==> config.mk <==
export PLATFORM = sky130hd
export DESIGN_NAME = qtm_queue
export DESIGN_NICKNAME = d
export VERILOG_FILES = /design/src/rtl/core/qtm_pkg.sv /design/src/rtl/core/qtm_queue.sv
export SDC_FILE = /design/constraint.sdc
export NUM_CORES = 1
export LEC_CHECK = 0
export ABC_AREA = 1
export BUFFER_PORTS_ARGS = -buffer_cell sky130_fd_sc_hd__buf_2
export CAP_MARGIN = 5
export CELL_PAD_IN_SITES_DETAIL_PLACEMENT = 0
export CELL_PAD_IN_SITES_GLOBAL_PLACEMENT = 1
export CORE_AREA = 10 10 677 679
export DETAILED_ROUTE_END_ITERATION = 7
export DIE_AREA = 0 0 687 689
export PLACE_DENSITY_LB_ADDON = 0.1
export REMOVE_ABC_BUFFERS = 1
export SLEW_MARGIN = 20
export SYNTH_ARGS = -nofsm -noshare
export SYNTH_HDL_FRONTEND = slang
export SYNTH_SLANG_ARGS = --single-unit
==> constraint.sdc <==
create_clock -name clk -period 54.8 [get_ports clk]
set_input_delay 2.74 -clock clk [delete_from_list [all_inputs] [get_ports clk]]
set_output_delay 2.74 -clock clk [all_outputs]
set_load 0.05 [all_outputs]
==> src/rtl/core/qtm_pkg.sv <==
// ============================================================================
// qtm_pkg
// Shared types and constants for the quaternion TRS matrix block.
// ============================================================================
package qtm_pkg;

    localparam int LANES        = 9;    // matrix terms, column major
    localparam int PRODW        = 32;   // width of a 16x16 product
    localparam int DW           = 33;   // squared length / divisor
    localparam int NW           = 35;   // signed numerator of a term
    localparam int SW           = 16;   // scale width
    localparam int PW           = NW + SW;  // numerator times scale
    localparam int NUMW         = 58;   // rounded dividend 2*m*256 + d
    localparam int DVW          = DW + 1;   // divisor 2*d
    localparam int QW           = 24;   // quotient bits, |term| <= 2^23
    localparam int FRONT_STAGES = 4;
    localparam int QDEPTH       = 2;

    localparam logic [DW-1:0] LEN_SQ_MIN     = DW'(3);
    localparam logic [DW-1:0] UNNORM_DIVISOR = DW'(64'd1 << 28);

    typedef struct packed {
        logic signed [15:0] quat_x;
        logic signed [15:0] quat_y;
        logic signed [15:0] quat_z;
        logic signed [15:0] quat_w;
        logic signed [15:0] scale_x;
        logic signed [15:0] scale_y;
        logic signed [15:0] scale_z;
        logic signed [31:0] pos_x;
        logic signed [31:0] pos_y;
        logic signed [31:0] pos_z;
    } in_t;

    typedef struct packed {
        logic signed [31:0] c0_r0;
        logic signed [31:0] c0_r1;
        logic signed [31:0] c0_r2;
        logic signed [31:0] c1_r0;
        logic signed [31:0] c1_r1;
        logic signed [31:0] c1_r2;
        logic signed [31:0] c2_r0;
        logic signed [31:0] c2_r1;
        logic signed [31:0] c2_r2;
        logic signed [31:0] trans_x;
        logic signed [31:0] trans_y;
        logic signed [31:0] trans_z;
    } out_t;

    typedef struct packed {
        logic [NUMW-1:0] rem;
        logic [QW-1:0]   quo;
        logic            neg;
    } lane_t;

    typedef struct packed {
        lane_t [LANES-1:0] lane;
        logic [DVW-1:0]    dv;
        logic [31:0]       trans_x;
        logic [31:0]       trans_y;
        logic [31:0]       trans_z;
    } work_t;

endpackage

==> src/rtl/core/qtm_queue.sv <==
// ============================================================================
// qtm_queue
// Two-entry queue of work beats between the front and the divider lanes.
// ============================================================================
module qtm_queue (
    input  logic           clk,
    input  logic           rst_n,
    input  logic           push,
    input  qtm_pkg::work_t push_work,
    output logic           full,
    output logic           pop_valid,
    output qtm_pkg::work_t pop_work
);
    import qtm_pkg::*;

    localparam int PTRW = $clog2(QDEPTH);

    work_t              mem_reg [QDEPTH];
    logic [PTRW-1:0]    wr_ptr_reg;
    logic [PTRW-1:0]    rd_ptr_reg;
    logic [PTRW:0]      count_reg;
    logic               pop;

    // The divider lanes never stall, so a waiting beat leaves at once.
    assign pop       = (count_reg != '0);
    assign pop_valid = pop;
    assign pop_work  = mem_reg[rd_ptr_reg];
    assign full      = (count_reg == (PTRW + 1)'(QDEPTH));

    always_ff @(posedge clk or negedge rst_n)
    begin
        if (!rst_n)
        begin
            wr_ptr_reg <= '0;
            rd_ptr_reg <= '0;
            count_reg  <= '0;
        end
        else
        begin
            if (push)
            begin
                wr_ptr_reg <= PTRW'((32'(wr_ptr_reg) + 1) % QDEPTH);
            end
            if (pop)
            begin
                rd_ptr_reg <= PTRW'((32'(rd_ptr_reg) + 1) % QDEPTH);
            end
            count_reg <= count_reg + (PTRW + 1)'(push) - (PTRW + 1)'(pop);
        end
    end

    always_ff @(posedge clk)
    begin
        if (push)
        begin
            mem_reg[wr_ptr_reg] <= push_work;
        end
    end

endmodule

# After elaboration in Yosys (flattened, before gate mapping)
# Memory sizes are Yosys's and may differ from the RTL's.
# Index checks and enable logic that the tools add are counted.
# classes
addsub	4
n_eq_ne	1
n_mux	2
reduce_logical	1
# op_table
op	n
$add A1 B1 Y1 const B	2
$add A2 B1 Y2	1
$eq A2 B2 Y1 const B	1
$mux W1	2
$reduce_bool A2 Y1	1
$sub A2 B1 Y2	1
# word_totals
mem_bits_rw	1754
wordCells	12
memories	1
ff_bits	4
inputBits	880
# memory_table
name	depth	word_bits	read_ports	rd_clocked_by_memory_dff	wr	line_no	source
mem_reg	2	877	1	0	1	qtm_queue.sv:18	work_t mem_reg [QDEPTH];

# Depth between registers and ports, before layout
# Gate-level depths: netlist (run 1).
# depth
depth_word	2
mapped_depth	7
depth_no_buf	5

# Worst setup path before layout (run 1)
# Ideal clock, no wire load.
# synth_timing
kind	input port to flip-flop
from	in push
to	mem mem_reg[0][0] (netlist bit) (enable)
arrival_time_ps	39380
slack_ps	13251
setup_time_ps	2169
path_buffers	0
stages	2
cell_sequence	inv_1 nor2_1
# synth_via
elab_chain_len	2
# synth_rtl
element	line_no	source
start: declaration	qtm_queue.sv:8	input logic push,
$mux W1	qtm_queue.sv:54	if (push)
$mux W1 (not written as such)	qtm_queue.sv:56	mem_reg[wr_ptr_reg] <= push_work;
end: declaration	qtm_queue.sv:18	
# No other way between the ends.

==> reports/results.txt, run 1 <==
Result of the run = completed
Last weighted congestion value of the routability-driven placer = 0.768
Maximum clock frequency = 100 MHz
Number of instances in the placed design = 12,200
Top Ports = 1,759
Delay of the slowest cell on the worst path = 0.86 ns
Routed wire length = 319 mm
Initial antenna violation count = 424
Most common library cell in the layout ignoring fill and taps = nand2_1
Xor-xnor portion of the synthesized cell area = 0.000137
Number of hold buffers added after CTS = 0
Pin count of the biggest net entering global routing = 140
Dominant cells by area after synthesis = edfxtp_1 82%, nand2_1 15%, buf_2 1.0%
Post-synthesis cell area = 63,900 um2
Number of distinct standard cells referenced by the synthesized netlist = 15
DR DRC count = 0
Combinational power share = 0.284
Total of max-cap violations = 0
Via count of the first global-routing pass = 41,800
Largest family of logic cells by synthesized area = simple AND/OR/NAND/NOR gates
Total CTS buffers = 226
Setup fix buffers added after clock tree synthesis = 0
Effective utilization at floorplan = 0.144
X dimension of the die = 687 um
Crit Path Class = flop to output port
Average footprint of a synthesized cell = 13.9 um2
Unrepaired setup endpoints after global routing = false
Final count of negative-setup-slack endpoints = 0
Slew Limit Headroom = 0.235
Worst clock skew on the final layout = 0.0647 ns
Hold slack final = 0.548 ns
Arrival time worst endpoint = 7.23 ns
Flip-flop count of the largest register after layout = 1,754
Proportion of layout cells with a drive suffix above 1 = 0.317
Maximum ir drop on the vdd rail = 26.3 uV
Post-DR vias/cell = 3.39
Tot GR Track Use = 0.127
Post-synthesis sequential element count = 1,758
TritonCTS clock tree = built
Power density relative to cell area = 52.4 nW/um2
Antenna violation net count after detailed routing = 0
Critical path required time = 52.06 ns
Clk network pwr share = 0.310
Post-DP HPWL = 238 mm
Count of warnings emitted by yosys = 0
Portion of synthesized cell area occupied by the leading cell type = 0.824
Number of levels the H-tree was split into = 4
Worst-Skew Late Latency = 0.92 ns
Type of the most critical hold path = flop to flop
Post-Syn Instances = 4,603
Reg clk slew, reported paths = 0.06 ns
Compound-gate portion of the synthesized area = 0.0000783
Area fraction in and, or, nand and nor cells after synthesis = 0.155
Critical-path top delay cell = buf_4
CP Cell Sequence = buf_4 -> buf_4 -> buf_4 -> buf_4 -> buf_4 -> buf_4 -> buf_4 -> nand2_1 -> nand2_1 -> buf_2
Portion of the post-synthesis area used by sequential elements = 0.826
Final period util = 0.182
TritonCTS Sinks = 1,758
Cell family contributing the most delay on the critical path = buffers and inverters
# rows = 245
Largest fanout of any net on the critical path = 68
Switching power share of the total = 0.385
Number of violations reported at the end of detailed-routing iteration 0 = 2,391
First-pass GRT wire length = 409 mm
Routed len/inst = 25.3 um
Switching component of the power = 1740 uW
CTS max path bufs = 4
Fin util = 0.195
Grt ovf = 0
Reported leakage power = 0.0350 uW
Die H = 689 um
Synth-to-Final Area Change = 35.3%
Cell taking the most area after synthesis = edfxtp_1
Via count of the routed design = 42,900
Kind of launch point of the worst setup path = flop
CP Capture Type = output port
Filler-free cell count of the finished design = 12,600
Port Buffer Count = 1,758
CTS root buffer = clkbuf_16
Post-CTS resize count = 0
Total negative slack = 0 ns
Design internal power = 2790 uW
Critical path buffers and inverters = 8
Final number of max-transition violations = 0
Final critical delay including setup and external delays = 9.97 ns
Final-report hold violation count = 0
Number of nets in the layout = 7,331
Multiplexer share of the synthesized area = 0
Filler cells = 48,400
Core ar. = 444,000 um2
Top cell by count, worst path = buf_4
DIE AREA = 473,000 um2
Post-synthesis adder-cell area fraction = 0.000196
Commonest cells after routing, fill and taps aside = 2,637 x nand2_1, 1,758 x buf_2, 1,754 x edfxtp_1, 229 x clkbuf_16, 60 x clkbuf_1
Seq pwr share = 0.406
Detailed-router iteration count before antenna repair = 5
Worst Max-Slew Pin Slew = 1.15 ns
-- power groups by stage --
stage	sequential, uW	clock [uW]	combinational [uW]
2_1_floorplan	2220	0	863
3_5_place_dp	1870	0	1340
3_3_place_gp	1870	0	1340
4_1_cts	1840	1470	1340
5_1_grt	1860	1520	1370
6_report	1840	1400	1290
-- cell families (layout without fill, tap and decap cells) --
family / Yosys count / count (layout)
xor gates and xnor gates: 1 / 1
other: 0 / 86
AOI/OAI and AO/OA: 1 / 1
DFF: 1758 / 1758
buffers and inverters: 200 / 2217
and+or+nand+nor: 2642 / 2642
adders and majority gates: 1 / 1
-- per-layer routing --
metal,GRT usage,vias up,share of wire
li1,-,19500,-
met1,0.129,20300,0.34
met4,0.0535,146,0.049
met5,0,-,0.0030
met2,0.231,1876,0.51
met3,0.0522,1036,0.092
-- final cells by class --
class                   instances  area, um2  area share
multi-input cells            2645       9950       0.115
flip-flops and latches       1758      52800       0.610
repair buffers               1814       9310       0.108
clock inverters               109        838     0.00969
well taps                    5928       7420      0.0858
inverters                       5       33.8    0.000391
clock buffers                 289       5960      0.0689
diodes                         86        215     0.00249
-- synth_stat cells, drive strengths merged --
library cell / instances
dfrtp: 4
inv: 5
xor2: 1
o21ai: 1
clkbuf: 4
nand3b: 1
ha: 1
nand2: 2637
buf: 191
edfxtp: 1754
nor2: 4
-- through the flow --
step | worst slack (ns) | power (uW) | area [um2]
after floorplan | 8.38 | 3080 | 62700
after global placement | 45.58 | 3210 | 79500
after detailed placement | 45.51 | 3200 | 79500
after CTS | 44.47 | 4650 | 86300
after global routing | 44.28 | 4750 | 86400
final | 44.83 | 4530 | 86500
-- path summary, 6_finish.rpt --
path                             from              end  slack [ns]  depth (start not counted)
min                        wr_ptr_reg       wr_ptr_reg        0.55                          1
max in group asynchronous       rst_n       wr_ptr_reg       52.97                          1
max                        rd_ptr_reg    pop_work[816]       44.83                         10
min reg2reg                wr_ptr_reg       wr_ptr_reg        0.55                          1
max reg2reg                wr_ptr_reg  mem_reg[1][490]       48.76                          8
min in group asynchronous       rst_n       rd_ptr_reg        1.67                          1
No activity file was read; power rests on OpenSTA's default activity.
==> run 2, diff against run 1 <==
==> constraint.sdc (replaced) <==
create_clock -name clk -period 8.43 [get_ports clk]
set_input_delay 0.4215 -clock clk [delete_from_list [all_inputs] [get_ports clk]]
set_output_delay 0.4215 -clock clk [all_outputs]
set_load 0.05 [all_outputs]
==> reports/results.txt, run 2 (synthesis gave the netlist of run 1 again) <==
Port Buffer Count = 1,758
Arrival time worst endpoint = 3.87 ns
Filler cells = 47,900
Final period util = 0.509
Critical-path top delay cell = buf_4
Critical path required time = 8.01 ns
Largest fanout of any net on the critical path = 105
First-pass GRT wire length = 427 mm
Crit Path Class = flop to output port
Worst-Skew Late Latency = 0.92 ns
Timing endpoint of the critical path = pop_work[853]
Hold slack final = 0.239 ns
Number of instances in the placed design = 12,200
Grt ovf = 0
CP Capture Type = output port
Kind of launch point of the worst setup path = flop
Setup fix buffers added after clock tree synthesis = 0
Routed length on met2 = 175 mm
Most common library cell in the layout ignoring fill and taps = nand2_1
Met3 WL = 21.2 mm
Final critical delay including setup and external delays = 4.29 ns
Total CTS buffers = 229
TritonCTS Sinks = 1,758
Filler-free cell count of the finished design = 13,500
DIE AREA = 473,000 um2
CP Cell Sequence = buf_4 -> buf_12 -> buf_4 -> nand2_1 -> nand2_1 -> buf_2
CTS max path bufs = 4
Routed len/inst = 24.0 um
Crit path from = rd_ptr_reg
Worst Max-Slew Pin Slew = 1.18 ns
Detailed-routing wirelength on met1 = 117 mm
Flip-flop count of the largest register after layout = 1,754
Maximum clock frequency = 233 MHz
Routed wire length = 324 mm
Critical R2R Capture = mem_reg[1][376]
Initial antenna violation count = 210
X dimension of the die = 687 um
Effective utilization at floorplan = 0.144
Proportion of layout cells with a drive suffix above 1 = 0.281
Final count of negative-setup-slack endpoints = 0
Delay of the slowest cell on the worst path = 0.59 ns
Total of max-cap violations = 0
Slew Limit Headroom = 0.216
Commonest cells after routing, fill and taps aside = 2,637 x nand2_1, 1,758 x buf_2, 1,754 x edfxtp_1, 880 x dlygate4sd3_1, 235 x clkbuf_16
Total negative slack = 0 ns
Maximum ir drop on the vdd rail = 212 uV
Via count of the first global-routing pass = 47,500
Synth-to-Final Area Change = 49.6%
Number of nets in the layout = 8,218
Unrepaired setup endpoints after global routing = false
Post-DP HPWL = 242 mm
CTS root buffer = clkbuf_16
Power density relative to cell area = 315 nW/um2
Worst-case reg-to-reg path depth = 4
# rows = 245
Via count of the routed design = 45,500
Top Ports = 1,759
Core ar. = 444,000 um2
Die H = 689 um
Critical R2R Launch = wr_ptr_reg
Post-DR vias/cell = 3.37
R2R setup slack = 5.55 ns
TritonCTS clock tree = built
Result of the run = completed
Final number of max-transition violations = 0
Antenna violation net count after detailed routing = 0
Reg clk slew, reported paths = 0.06 ns
Max layer used = met5
Reported leakage power = 0.0388 uW
Number of violations reported at the end of detailed-routing iteration 0 = 2,113
Post-CTS resize count = 0
Final-report hold violation count = 0
Number of hold buffers added after CTS = 880
Number of levels the H-tree was split into = 4
Worst clock skew on the final layout = 0.0426 ns
Last weighted congestion value of the routability-driven placer = 0.784
DR DRC count = 0
Tot GR Track Use = 0.130
Detailed-router iteration count before antenna repair = 4
Type of the most critical hold path = primary input to flop
Pin count of the biggest net entering global routing = 158
-- run 2: cell types whose count changed in the layout (fill, tap and decap cells not counted), sizes merged --
| cell | change |
|---|---|
| buf | +4 |
| diode | -18 |
| inv | -2 |
| dlygate4sd3 | +880 |
| clkinvlp | -1 |
| bufinv | +2 |
| clkbuf | +10 |
| clkinv | +1 |
-- run 2: area by class of cell --
cell class	instances	area, um2	area share
antenna	68	170	0.00178
clock buffer	299	6120	0.0640
clock inverter	109	855	0.00894
inverter	5	33.8	0.000353
multi-input combinational	2645	9950	0.104
sequential	1758	52800	0.552
tap	5928	7420	0.0776
timing repair buffer	2698	18300	0.191
-- run 2: critical path, delay by kind of cell (launching register included) --
| family | cells | cell delay, ns |
|---|---|---|
| simple gates | 2 | 0.21 |
| flops | 1 | 0.53 |
| buf+inv | 4 | 1.94 |
-- run 2: how the worst min path moves through the flow --
stage                   start              end  cells after the start
2_1_floorplan           rst_n     count_reg[0]                      0
3_3_place_gp            rst_n     count_reg[1]                      1
3_5_place_dp            rst_n     count_reg[1]                      1
4_1_cts        push_work[306]  mem_reg[1][306]                      2
5_1_grt        push_work[470]  mem_reg[1][470]                      2
6_report       push_work[301]  mem_reg[1][301]                      2
-- run 2: power by group --
group / internal, uW / switching, uW
registers: 11600 / 357
logic: 1620 / 7250
clock network: 5400 / 3910
total: 18600 / 11500
-- run 2: through the flow --
step | utilization | setup slack [ns] | area [um2] | total power [uW]
floorplan | - | -35.67 | 62700 | 17500
global placement | 0.179 | 4.88 | 79700 | 20900
detailed placement | 0.179 | 4.89 | 79700 | 20900
CTS | 0.215 | 3.87 | 95400 | 31000
global route | 0.215 | 3.77 | 95500 | 31600
finish | 0.215 | 4.14 | 95600 | 30100
-- run 2: per-layer routing --
metal	track usage	vias to the layer above
li1	-	21200
met1	0.135	22100
met2	0.253	1502
met3	0.0376	646
met4	0.0347	26
met5	0	-
